--- config.mk ---
export PLATFORM = sky130hd
export DESIGN_NAME = iopt_ctrl
export DESIGN_NICKNAME = d
export VERILOG_FILES = /design/src/rtl/core/iopt_pkg.sv /design/src/rtl/core/iopt_ctrl.sv
export SDC_FILE = /design/constraint.sdc
export NUM_CORES = 1
export LEC_CHECK = 0
export BUFFER_PORTS_ARGS = -buffer_cell sky130_fd_sc_hd__buf_2
export CAP_MARGIN = 20
export CELL_PAD_IN_SITES_DETAIL_PLACEMENT = 0
export CELL_PAD_IN_SITES_GLOBAL_PLACEMENT = 2
export CORE_MARGIN = 5
export CORE_UTILIZATION = 22
export CTS_CLUSTER_SIZE = 24
export DETAILED_ROUTE_END_ITERATION = 10
export PLACE_DENSITY = 0.82
export SLEW_MARGIN = 20
export SYNTH_ARGS = -nofsm -noshare
export SYNTH_HDL_FRONTEND = slang
export SYNTH_SLANG_ARGS = --single-unit
--- constraint.sdc ---
create_clock -name clk -period 3.5 [get_ports clk]
set_input_delay 0.35 -clock clk [delete_from_list [all_inputs] [get_ports clk]]
set_output_delay 0.35 -clock clk [all_outputs]
set_load 0.05 [all_outputs]
--- src/rtl/core/iopt_pkg.sv ---
// Shared types, codes and constants of the I/O page table walker.
`timescale 1ns / 1ps
`default_nettype none
package iopt_pkg;

  localparam int DEF_TABLE_POOL = 64;
  localparam int DEF_LEVELS     = 4;
  localparam int DEF_MAX_PAGES  = 512;

  localparam int SLOT_W  = 9;
  localparam int LVL_W   = 3;
  localparam int FRAME_W = 40;
  localparam int VA_W    = 48;
  localparam int PA_W    = 52;
  localparam int CNT_W   = 10;

  localparam logic [1:0] OP_MAP   = 2'd0;
  localparam logic [1:0] OP_UNMAP = 2'd1;
  localparam logic [1:0] OP_XLATE = 2'd2;
  localparam logic [1:0] OP_BAD   = 2'd3;

  typedef struct packed {
    logic               perm_w;
    logic               perm_r;
    logic [LVL_W-1:0]   nxt;
    logic [FRAME_W-1:0] addr;
    logic               present;
  } ent_t;

  typedef enum logic [2:0] {
    ST_CLEAR,
    ST_IDLE,
    ST_DISPATCH,
    ST_READ,
    ST_EVAL,
    ST_LEAF,
    ST_FINISH
  } state_t;

  typedef struct packed {
    logic load;
    logic clr_step;
    logic rd;
    logic descend;
    logic alloc;
    logic wr_leaf;
    logic next_page;
    logic set_result;
    logic set_err;
    logic finish;
  } cmd_t;

  typedef struct packed {
    logic       clr_last;
    logic       enable;
    logic [1:0] opcode;
    logic       misaligned;
    logic       count_zero;
    logic       count_one;
    logic       at_leaf;
    logic       level_two;
    logic       present;
    logic       link_ok;
    logic       pool_left;
    logic       out_free;
  } sts_t;

  // Slot index that a virtual address selects in a table of the given level.
  function automatic logic [SLOT_W-1:0] slot_index(input logic [VA_W-1:0] va,
                                                   input logic [LVL_W-1:0] level);
    logic [63:0] w;
    logic [6:0]  sh;
    sh = 7'd12 + 7'(level) * 7'd9 - 7'd9;
    w  = {16'b0, va} >> sh;
    return w[SLOT_W-1:0];
  endfunction

endpackage
`default_nettype wire

--- src/rtl/core/iopt_ctrl.sv ---
// Sequencer of the table walk: clearing pass, dispatch, level walk, leaf update.
`timescale 1ns / 1ps
`default_nettype none
module iopt_ctrl (
  input  wire               clk,
  input  wire               rst,
  input  wire               req_valid,
  output logic              req_ready,
  input  iopt_pkg::sts_t    sts,
  output iopt_pkg::cmd_t    cmd
);

  iopt_pkg::state_t state, state_next;

  always_ff @(posedge clk) begin
    if (rst) state <= iopt_pkg::ST_CLEAR;
    else     state <= state_next;
  end

  always_comb begin
    logic grow;
    grow       = (sts.opcode == iopt_pkg::OP_MAP);
    cmd        = '0;
    state_next = state;
    req_ready  = 1'b0;
    unique case (state)
      iopt_pkg::ST_CLEAR: begin
        cmd.clr_step = 1'b1;
        if (sts.clr_last) state_next = iopt_pkg::ST_IDLE;
      end
      iopt_pkg::ST_IDLE: begin
        req_ready = 1'b1;
        if (req_valid) begin
          cmd.load   = 1'b1;
          state_next = iopt_pkg::ST_DISPATCH;
        end
      end
      iopt_pkg::ST_DISPATCH: begin
        priority if (!sts.enable || sts.opcode == iopt_pkg::OP_BAD) begin
          cmd.set_err = 1'b1;
          state_next  = iopt_pkg::ST_FINISH;
        end else if (sts.opcode == iopt_pkg::OP_MAP && sts.misaligned) begin
          cmd.set_err = 1'b1;
          state_next  = iopt_pkg::ST_FINISH;
        end else if (sts.opcode != iopt_pkg::OP_XLATE && sts.count_zero) begin
          state_next = iopt_pkg::ST_FINISH;
        end else begin
          state_next = iopt_pkg::ST_READ;
        end
      end
      iopt_pkg::ST_READ: begin
        cmd.rd     = 1'b1;
        state_next = iopt_pkg::ST_EVAL;
      end
      iopt_pkg::ST_EVAL: begin
        priority if (sts.at_leaf) begin
          // Only a translation reads the leaf entry itself.
          if (sts.present) cmd.set_result = 1'b1;
          state_next = iopt_pkg::ST_FINISH;
        end else if (sts.present && sts.link_ok) begin
          cmd.descend = 1'b1;
          state_next  = sts.level_two ? iopt_pkg::ST_LEAF : iopt_pkg::ST_READ;
        end else if (!sts.present && grow && sts.pool_left) begin
          cmd.alloc  = 1'b1;
          state_next = sts.level_two ? iopt_pkg::ST_LEAF : iopt_pkg::ST_READ;
        end else if (sts.opcode == iopt_pkg::OP_UNMAP) begin
          // No path for this page: skip it.
          cmd.next_page = 1'b1;
          state_next    = sts.count_one ? iopt_pkg::ST_FINISH : iopt_pkg::ST_READ;
        end else begin
          cmd.set_err = grow;
          state_next  = iopt_pkg::ST_FINISH;
        end
      end
      iopt_pkg::ST_LEAF: begin
        if (sts.opcode == iopt_pkg::OP_XLATE) begin
          cmd.rd     = 1'b1;
          state_next = iopt_pkg::ST_EVAL;
        end else begin
          cmd.wr_leaf   = 1'b1;
          cmd.next_page = 1'b1;
          state_next    = sts.count_one ? iopt_pkg::ST_FINISH : iopt_pkg::ST_READ;
        end
      end
      iopt_pkg::ST_FINISH: begin
        if (sts.out_free) begin
          cmd.finish = 1'b1;
          state_next = iopt_pkg::ST_IDLE;
        end
      end
      default: state_next = iopt_pkg::ST_CLEAR;
    endcase
  end

endmodule
`default_nettype wire

# --- Yosys cells after proc, flatten, opt, wreduce, memory -nomap -nowiden ---
# Index checks and enable logic that the tools add are counted.
word_totals:
  regBits: 3
  in_bits: 16
classes:
  n_eq_ne: 13
  mux: 44
  n_reduce_logical: 11
ops:
  columns: ["cell", "count"]
  rows:
  - ["2-to-1 mux 3 bit", 13]
  - ["2-to-1 mux 1 bit", 24]
  - ["one-hot mux 3 bit (7 select lines)", 1]
  - ["equality test 3 bit, second input constant", 3]
  - ["!= test 2 bit, second input constant", 4]
  - ["equality test 3 x 2 -> 1 bit, second input constant", 2]
  - ["2-to-1 mux 2 bit", 3]
  - ["one-hot mux 1 bit (2 select lines)", 3]
  - ["logical AND 1 bit", 5]
  - ["equality test 2 bit, second input constant", 2]
  - ["equality test 3 x 1 -> 1 bit, second input constant", 1]
  - ["logical NOT 3 bit", 1]
  - ["AND reduction 3 bit", 1]
  - ["equality test 2 x 1 -> 1 bit, second input constant", 1]
  - ["logical NOT 1 bit", 2]
  - ["logical NOT 2 bit", 1]
  - ["logical OR 1 bit", 1]

# --- Logic depth before layout (Yosys ltp) ---
# Gate-level depths: netlist of the first run.
logic_depth:
  ltp_word: 7
  depth_mapped: 5
  mapped_depth_nobuf: 4

# --- Worst setup path before layout of the first run ---
# Ideal clock, no wire load.
synth_timing:
  path_kind: "register to output"
  start: "reg state[0]"
  end: "out cmd[6] (netlist name)"
  arrival_time_ps: 1825
  required_ps: 3150
  path_slack_ps: 1325
  stages_incl_launch_ff: 5
  path_cell_list: "dfxtp_1 > buf_6 > nor2_1 > nand2_1 > nor3b_1"
synth_lines:
  columns: ["item", "line_no", "text"]
  rows:
  - ["start: declaration", "iopt_ctrl.sv:13", "iopt_pkg::state_t state, state_next;"]
  - ["start signal: assignment", "iopt_ctrl.sv:16", "if (rst) state <= iopt_pkg::ST_CLEAR;"]
  - ["start signal: assignment", "iopt_ctrl.sv:17", "else state <= state_next;"]
  - ["end: declaration", "iopt_ctrl.sv:10", "output iopt_pkg::cmd_t cmd"]

==> impl_metrics.tcl, run 1 <==
set metrics [dict create \
    drive_above_1_share_pct 34.41 \
    dp.final_hpwl_um 1178 \
    endpoint_kind "output pin" \
    reg2reg_slack_ns 2.10 \
    synth_top_area_cell "dfxtp_1" \
    worstSetupStartpointType "register" \
    r2r-start "state[0]$_SDFFE_PP0P_" \
    track_usage_pct 9.761 \
    fmax_mhz 483.7 \
    outcome "completed" \
    diodes 0 \
    cts-root-buf "clkbuf_4" \
    power.total_mw 0.4342 \
    cp_data_required_time_ns 3.15 \
    totalWireLength_um 1464 \
    fin_setup_tns_ns 0 \
    hold-path-cell-count 2 \
    synthMostInstantiatedCell "nor2_1" \
    start_util_pct 23.64 \
    fp.dieW_um 56.61 \
    synth-edff-count 0 \
    grt.overflow.total 0 \
    clock_skew_ns 0.0008278 \
    fin_crit_sh_pct 59.07 \
    first_pass_iters 3 \
    synth.area.top_cells "dfxtp_1 (13%), and2_1 (6.5%), nand2b_1 (6.5%)" \
    worstHoldEndpoint "state[0]$_SDFFE_PP0P_" \
    reg2reg_depth 4 \
    hold_start "rst" \
    cp_slowest_cell "dfxtp_1" \
    cts.clk_slew.worst_paths_ns 0.04 \
    path_delay_family "simple AND/OR/NAND/NOR gates" \
    max-vdd-ir-drop_v 0.0003082 \
    drv_slew 0 \
    largest_register_ffs 3 \
    ioPinCount 27 \
    synth_top_family_by_area "simple AND/OR/NAND/NOR gates" \
    synthXorXnorAreaFrac_pct 0 \
    ys_ff_latch 3 \
    cts.htree.levels 1 \
    power_leakage_nw 0.2909 \
    timing.slew.headroom_pct 76.74 \
    syn_inst 66 \
    dieArea_um2 3205 \
    hold_path.class "input pin to register" \
    ctsResizeCount 0 \
    synthSimpleGateAreaFrac_pct 50.79 \
    grt_pass1_wl_um 2573 \
    via_count 568 \
    drv_cap 0 \
    rows 16 \
    fp.coreArea_um2 2022 \
    synth_top_area_share_pct 12.57 \
    powerDensity_nw_per_um2 677.9 \
    ant_nets 0 \
    critPathMaxStageDelay_ns 0.37 \
    synth_commonest_cells "nor2_1 (8), and2_1 (5), nand2b_1 (5)" \
    crit_path_max_fanout 9 \
    yosys.area_share.adder_pct 0 \
    area_growth_pct 34.03 \
    cp_num_buf_inv 1 \
    wire_per_inst_um 12.20 \
    synthMuxAreaShare_pct 0 \
    avgSynthCellArea_um2 7.242 \
    worst_slew_pin_slew_ns 0.3462 \
    cts-hold-fix-buffers 0 \
    globalplace.congestion 0.7933 \
    rsz0062_at_grt "false" \
    cts_buffers 3 \
    setup_violations 0 \
    port_buffers 26 \
    cts_tree "built" \
    hold_violations 0 \
    seq_area_frac_synth_pct 12.57 \
    cts.sinks 3 \
    drt-initial-drc-count 12 \
    ys.flop_type "dfxtp_1" \
    worstSkewPairLatency_ns 0.24 \
    drc 0 \
    post-route-min-period_ns 2.068 \
    clock_path_buffers 2 \
    yosys_warnings 0 \
    fin_nets 110 \
    synth_compound_area_share_pct 28.53 \
    grt_max_degree 11 \
    cts_setup_buffers 0 \
    async_flop_share_pct 0 \
    grt_pass1_vias 560 \
    syn_area_um2 478.0 \
    antenna_found_initial 0 \
    via_per_inst 4.733 \
    syn_nets 82 \
    critPathKind "register to output pin" \
    yosysUniqueCellTypes 31 \
    top_register "state" \
    holdWs_ns 0.3375 \
    reg2reg_to "state[0]$_SDFFE_PP0P_" \
    fill_cells 236 \
    die_h_um 56.61 \
    arrival_ns 1.72 \
    crit_chain "nor2_1 -> nand2_1 -> nor4_1 -> a32o_1 -> buf_2" \
    reg_top3 "state: 3 flops" \
]
==> how the worst max path moves through the flow <==
stage	startpoint	endpoint	slack [ns]	depth (start not counted)
floorplan	state[0]$_SDFFE_PP0P_	cmd[6]	1.33	4
detailed placement	state[0]$_SDFFE_PP0P_	cmd[1]	1.68	5
global route	state[0]$_SDFFE_PP0P_	cmd[1]	1.26	5
global placement	state[0]$_SDFFE_PP0P_	cmd[1]	1.72	5
finish	state[0]$_SDFFE_PP0P_	cmd[1]	1.43	5
CTS	state[0]$_SDFFE_PP0P_	cmd[1]	1.43	5
==> final cells by class <==
type                       instances  area [um2]  share of cell area [%]
inverter                           3       11.26                   1.758
tap                               27       33.78                   5.273
multi-input combinational         57       379.1                   59.18
clock buffer                       4       26.28                   4.102
timing repair buffer              26       130.1                   20.31
sequential                         3       60.06                   9.375
==> layer usage <==
layer | track usage, % | part of all wire, % | vias up
met5 | 0 | 0 | -
li1 | - | - | 298
met2 | 14.85 | 42 | 17
met4 | 1.017 | 0.55 | 0
met1 | 13.28 | 50 | 251
met3 | 3.899 | 6.8 | 2
==> cells in the final DEF (no fill, tap or decap), drive strengths merged, types with 3 or more instances in the layout <==
master  count
a21oi       3
and2        5
buf        26
clkbuf      4
dfxtp       3
inv         3
nand2       3
nand2b      5
nor2        8
nor3b       3
o21ai       3
or3         3
==> cells by family (layout without fill, tap and decap cells) <==
logic type      count (synthesis)  after routing
compound gates                 18             18
buf+inv                         6             33
simple gates                   39             39
flops                           3              3
==> power by group <==
part           switching (mW)  internal (mW)  leakage (nW)  total, mW
combinational           0.199         0.0912         0.251      0.290
clock                  0.0202         0.0429        0.0150     0.0630
sequential             0.0317         0.0493        0.0247     0.0809
==> worst register-to-register path, cell delays in order, from the launching register on <==
cell,delay [ns]
dfxtp_1,0.37
nor2_1,0.18
nand2_1,0.14
or3_1,0.40
a221oi_2,0.21
==> per-stage QoR <==
step	setup WS, ns	util [%]	area [um2]	instances
CTS	1.429	31.68	640.6	120
global route	1.260	31.68	640.6	120
finish	1.432	31.68	640.6	120
detailed placement	1.684	30.38	614.3	116
floorplan	1.325	-	478.0	66
global placement	1.724	30.38	614.3	116
(Power assumes the default switching activity.)
==> run 2: changes to the inputs <==
ABC_AREA = 1   (was unset)
CORE_UTILIZATION = 16   (was 22)
PLACE_DENSITY = 0.76   (was 0.82)
clock period = 1.9 ns   (was 3.5 ns; I/O delays follow)
==> run 2 against run 1 <==
- wire length decreased by 8.6%
- sequential power grew 50%
- critical path depth grew 1
- flip-flop and latch count unchanged
- synthesized cell count increased by 32%
==> impl_metrics.tcl, run 2 <==
set metrics [dict create \
    outcome "completed" \
    cp_num_buf_inv 2 \
    fin_area_um2 636.9 \
    yosysUniqueCellTypes 16 \
    worstSkewPairLatency_ns 0.23 \
    ant_nets 0 \
    powerDensity_nw_per_um2 1189 \
    fin_crit_sh_pct 86.08 \
    ioPinCount 27 \
    drv_cap 0 \
    wire_per_inst_um 9.041 \
    crit_chain "nor2_1 -> nand2_1 -> nor2_2 -> inv_1 -> o21ai_1 -> buf_2" \
    largest_register_ffs 3 \
    cts_setup_buffers 0 \
    worst_slew_pin_slew_ns 0.2527 \
    synthMostInstantiatedCell "nand2_1" \
    via_per_inst 4.142 \
    globalplace.congestion 0.7131 \
    critPathMaxStageDelay_ns 0.34 \
    path_delay_family "simple AND/OR/NAND/NOR gates" \
    ys_ff_latch 3 \
    cts_buffers 3 \
    async_flop_share_pct 0 \
    final_cells 148 \
    syn_inst 87 \
    placed_cells 144 \
    post-route-min-period_ns 1.635 \
    seq_area_frac_synth_pct 13.60 \
    timing.slew.headroom_pct 83.27 \
    yosys_warnings 0 \
    dieArea_um2 3911 \
    cts.htree.levels 1 \
    critPathKind "register to output pin" \
    die_h_um 62.54 \
    syn_nets 103 \
    final_cell_mix "buf_2 (26), nand2_1 (22), inv_1 (20)" \
    setup_violations 0 \
    clock_skew_ns 0.002147 \
    hold_violations 0 \
    totalWireLength_um 1338 \
    track_usage_pct 7.530 \
    synth_top_area_share_pct 18.70 \
    drive_above_1_share_pct 33.33 \
    cts_tree "built" \
    max-vdd-ir-drop_v 0.0003603 \
    fp.dieW_um 62.54 \
    synth-edff-count 0 \
    first_pass_iters 4 \
    start_util_pct 16.30 \
    cts-hold-fix-buffers 0 \
    reg_top3 "state: 3 flops" \
    arrival_ns 1.45 \
    rsz0062_at_grt "false" \
    met1_usage_pct 7.940 \
    final_common_cell "buf_2" \
    port_buffers 26 \
    avgSynthCellArea_um2 5.077 \
    use_met2_pct 13.34 \
    antenna_found_initial 0 \
    grt.overflow.total 0 \
    diodes 0 \
    fp.coreArea_um2 2710 \
    top_register "state" \
    grt.busiest_layer "met2" \
    fin_nets 134 \
    synth_commonest_cells "nand2_1 (22), inv_1 (20), nor2_1 (14), nand3_1 (11)" \
    hold_path.class "input pin to register" \
    drc 0 \
    via_count 613 \
    rows 19 \
    synth.area.top_cells "nand2_1 (19%), inv_1 (17%), dfxtp_1 (14%)" \
    use_met3_pct 3.237 \
    cp_data_required_time_ns 1.71 \
    cts-root-buf "clkbuf_4" \
    endpoint_kind "output pin" \
    cts.sinks 3 \
    fmax_mhz 611.4 \
    power_leakage_nw 0.3858 \
    grt_pass1_vias 633 \
    fin_setup_tns_ns 0 \
    ys.flop_type "dfxtp_1" \
    dp.final_hpwl_um 1189 \
    cp_slowest_cell "dfxtp_1" \
    clock_path_buffers 2 \
    dpl_cell_area_um2 610.6 \
    cts.clk_slew.worst_paths_ns 0.04 \
    synth_top_area_cell "nand2_1" \
    drv_slew 0 \
    area_growth_pct 44.19 \
    syn_area_um2 441.7 \
    worstSetupStartpointType "register" \
    ctsResizeCount 0 \
    grt_pass1_wl_um 2435 \
    crit_path_max_fanout 5 \
    grt_max_degree 7 \
    drt-initial-drc-count 20 \
]
[run 2: cell count changes after synthesis, moves of 5 or more]
cell      delta
nand2_1     +19
nand2b_1     -5
inv_1       +17
and2_1       -5
nand3_1     +11
nor2_1       +6
[run 2: kinds of logic after synthesis]
| logic type | Yosys count | share of synthesized area, % |
|---|---|---|
| flip-flops | 3 | 13.60 |
| AO/OA/AOI/OAI | 9 | 13.88 |
| AND/OR/NAND/NOR | 54 | 54.68 |
| buffers and inverters | 21 | 17.85 |
[run 2: path summary, 6_finish.rpt]
kind / from / end / slack, ns / cells past startpoint
worst max-delay path: state[0]$_SDFFE_PP0P_ / cmd[1] / 0.26 / 6
worst min-delay path: rst / state[0]$_SDFFE_PP0P_ / 0.16 / 2
worst max register to register: state[0]$_SDFFE_PP0P_ / state[0]$_SDFFE_PP0P_ / 0.76 / 7
worst min register to register: state[1]$_SDFFE_PP0P_ / state[1]$_SDFFE_PP0P_ / 0.74 / 4
[run 2: final cells by class]
| type | count | area, um2 |
|---|---|---|
| fillers | 325 | 2073 |
| multi-input cells | 63 | 302.8 |
| repair buffers | 26 | 130.1 |
| inverters | 21 | 78.83 |
| flip-flops and latches | 3 | 60.06 |
| well taps | 31 | 38.79 |
| clock buffers | 4 | 26.28 |
[run 2: stage by stage]
step | hold WS [ns] | total power [mW] | utilization [%] | setup WS, ns
final | 0.1582 | 0.7575 | 23.50 | 0.2645
after global routing | 0.1695 | 0.8313 | 23.50 | 0.1129
after CTS | 0.1518 | 0.7721 | 23.50 | 0.2454
after detailed placement | 0.3965 | 0.6551 | 22.53 | 0.5064
after global placement | 0.3967 | 0.6529 | 22.53 | 0.5237
after floorplan | 0.2524 | 0.5287 | - | 0.07779
[run 2: power breakdown]
part	internal [mW]	switching (mW)	leakage, nW
registers	0.0878	0.0329	0.0246
clock network	0.0787	0.0327	0.0150
logic	0.148	0.378	0.346
[run 2: layer usage]
| layer | share of wire (%) | vias to the layer above |
|---|---|---|
| met4 | 0 | 0 |
| met2 | 54 | 12 |
| met3 | 6.0 | 0 |
| met1 | 40 | 272 |
| li1 | - | 329 |
| met5 | 0 | - |
==> run 3: changes to the inputs <==
CORE_UTILIZATION = 17   (was 16)
CTS_BUF_LIST = sky130_fd_sc_hd__clkbuf_2 sky130_fd_sc_hd__clkbuf_4 sky130_fd_sc_hd__clkbuf_8   (was unset)
MAX_ROUTING_LAYER = met4   (was unset)
PLACE_DENSITY = 0.79   (was 0.76)
==> run 3 against run 2 <==
- core utilization rose by 2.3 points
- die area shrank 5.0%
- sequential share of layout area barely moved
- clock skew about the same
- combinational power hardly changed
- register-to-register slack is essentially flat
- hold slack got worse by 0.00080 ns
- largest power group unchanged
==> impl_metrics.tcl, run 3 (synthesis results as in run 2) <==
set metrics [dict create \
    outcome "completed" \
    fin_area_um2 639.4 \
    worstSetupStartpointType "register" \
    grt.overflow.total 0 \
    via_per_inst 4.088 \
    final_common_cell "buf_2" \
    p_switching_mw 0.4454 \
    antenna_found_initial 0 \
    dieArea_um2 3717 \
    worstSkewPairLatency_ns 0.23 \
    ant_nets 0 \
    fin_setup_tns_ns 0 \
    drv_cap 0 \
    drt-initial-drc-count 16 \
    drc 0 \
    hold_path.class "input pin to register" \
    max-vdd-ir-drop_v 0.0005154 \
    via_count 601 \
    fmax_mhz 611.4 \
    diodes 0 \
    ioPinCount 27 \
    post-route-min-period_ns 1.636 \
    grt_pass1_vias 542 \
    crit_path_max_fanout 5 \
    multi_input_area_um2 302.8 \
    fin_nets 134 \
    clock_skew_ns 0.002003 \
    worst_slew_pin_slew_ns 0.2552 \
    hold-path-cell-count 2 \
    critPathMaxStageDelay_ns 0.34 \
    timing.slew.headroom_pct 83.10 \
    cts.htree.levels 1 \
    regArea_um2 60.06 \
    cp_data_required_time_ns 1.71 \
    first_pass_iters 4 \
    cts_buffers 3 \
    endpoint_kind "output pin" \
    hold_violations 0 \
    start_util_pct 17.83 \
    pwr-share-clk_pct 16.3 \
    die_h_um 60.97 \
    final_cell_mix "buf_2 (26), nand2_1 (22), inv_1 (20)" \
    cts_setup_buffers 0 \
    critPathKind "register to output pin" \
    largest_register_ffs 3 \
    seq_power_share_pct 15.7 \
    globalplace.congestion 0.8005 \
    power_leakage_nw 0.3892 \
    powerDensity_nw_per_um2 1210 \
    clock_path_buffers 2 \
    cts.sinks 3 \
    drive_above_1_share_pct 34.19 \
    p_sw_share_pct 57.57 \
    wire_per_inst_um 9.014 \
    cp_slowest_cell "dfxtp_1" \
    area_growth_pct 44.76 \
    ctsResizeCount 0 \
    track_usage_pct 8.062 \
    rows 18 \
    port_buffers 26 \
    power.total_mw 0.7737 \
    dp.final_hpwl_um 1180 \
    arrival_ns 1.45 \
    top_register "state" \
    dpl_cell_area_um2 609.3 \
    reg2reg_depth 6 \
    reg_top3 "state: 3 flops" \
    crit_chain "nor2_1 -> nand2_1 -> nor2_2 -> inv_1 -> o21ai_1 -> buf_2" \
    rsz0062_at_grt "false" \
    fp.coreArea_um2 2477 \
    fill_cells 304 \
    pwr-share-comb_pct 68.0 \
    cts.clk_slew.worst_paths_ns 0.04 \
    cts-root-buf "clkbuf_4" \
    totalWireLength_um 1325 \
    p_int_mw 0.3283 \
    fin_crit_sh_pct 86.08 \
    drv_slew 0 \
    cts-hold-fix-buffers 0 \
    grt_pass1_wl_um 2118 \
    fp.dieW_um 60.97 \
    setup_violations 0 \
    grt_max_degree 7 \
    cts_tree "built" \
]
==> run 3: cell types whose count changed in the layout (fill, tap and decap cells not counted) <==
cell | previous run | this run
clkbuf_1 | 1 | 0
clkbuf_4 | 3 | 4
==> run 3: path summary, 6_finish.rpt <==
check / from / slack (ns) / end
worst max-delay path: state[0]$_SDFFE_PP0P_ / 0.26 / cmd[1]
worst max register to register: state[0]$_SDFFE_PP0P_ / 0.75 / state[1]$_SDFFE_PP0P_
worst min-delay path: rst / 0.16 / state[0]$_SDFFE_PP0P_
worst min register to register: state[1]$_SDFFE_PP0P_ / 0.74 / state[1]$_SDFFE_PP0P_
==> run 3: cell type report <==
type,count,share of cell area (%)
clock buffer,4,4.697
inverter,21,12.33
multi-input combinational,63,47.36
sequential,3,9.393
tap,30,5.871
timing repair buffer,26,20.35
==> run 3: routing by layer <==
metal,part of all wire [%],up-vias,global-route usage (%)
li1,-,327,-
met1,43,263,9.159
met2,50,9,12.67
met3,6.0,2,3.404
met4,0.60,0,2.786
met5,0,-,-
==> run 3: power by group through the flow <==
stage               combinational, mW  clock [mW]  sequential (mW)
finish                          0.526       0.126            0.121
global route                    0.588       0.138            0.128
CTS                             0.537       0.130            0.121
detailed placement              0.536           0            0.122
global placement                0.532           0            0.119
floorplan                       0.413           0            0.116
==> run 3: per-stage QoR <==
step                hold slack, ns  setup slack, ns  util [%]  cells
floorplan                   0.2524          0.07779         -     87
global route                0.1565          0.09986     25.81    147
detailed placement          0.3958           0.4964     24.60    143
CTS                         0.1511           0.2445     25.81    147
global placement            0.3961           0.5257     24.60    143
finish                      0.1574           0.2645     25.81    147
==> run 3: critical path, delay by kind of cell, from the launching register on <==
kind | cells | cell delay (ns)
AND/OR/NAND/NOR | 3 | 0.40
buffers and inverters | 2 | 0.35
flip-flops | 1 | 0.34
AO/OA/AOI/OAI | 1 | 0.12
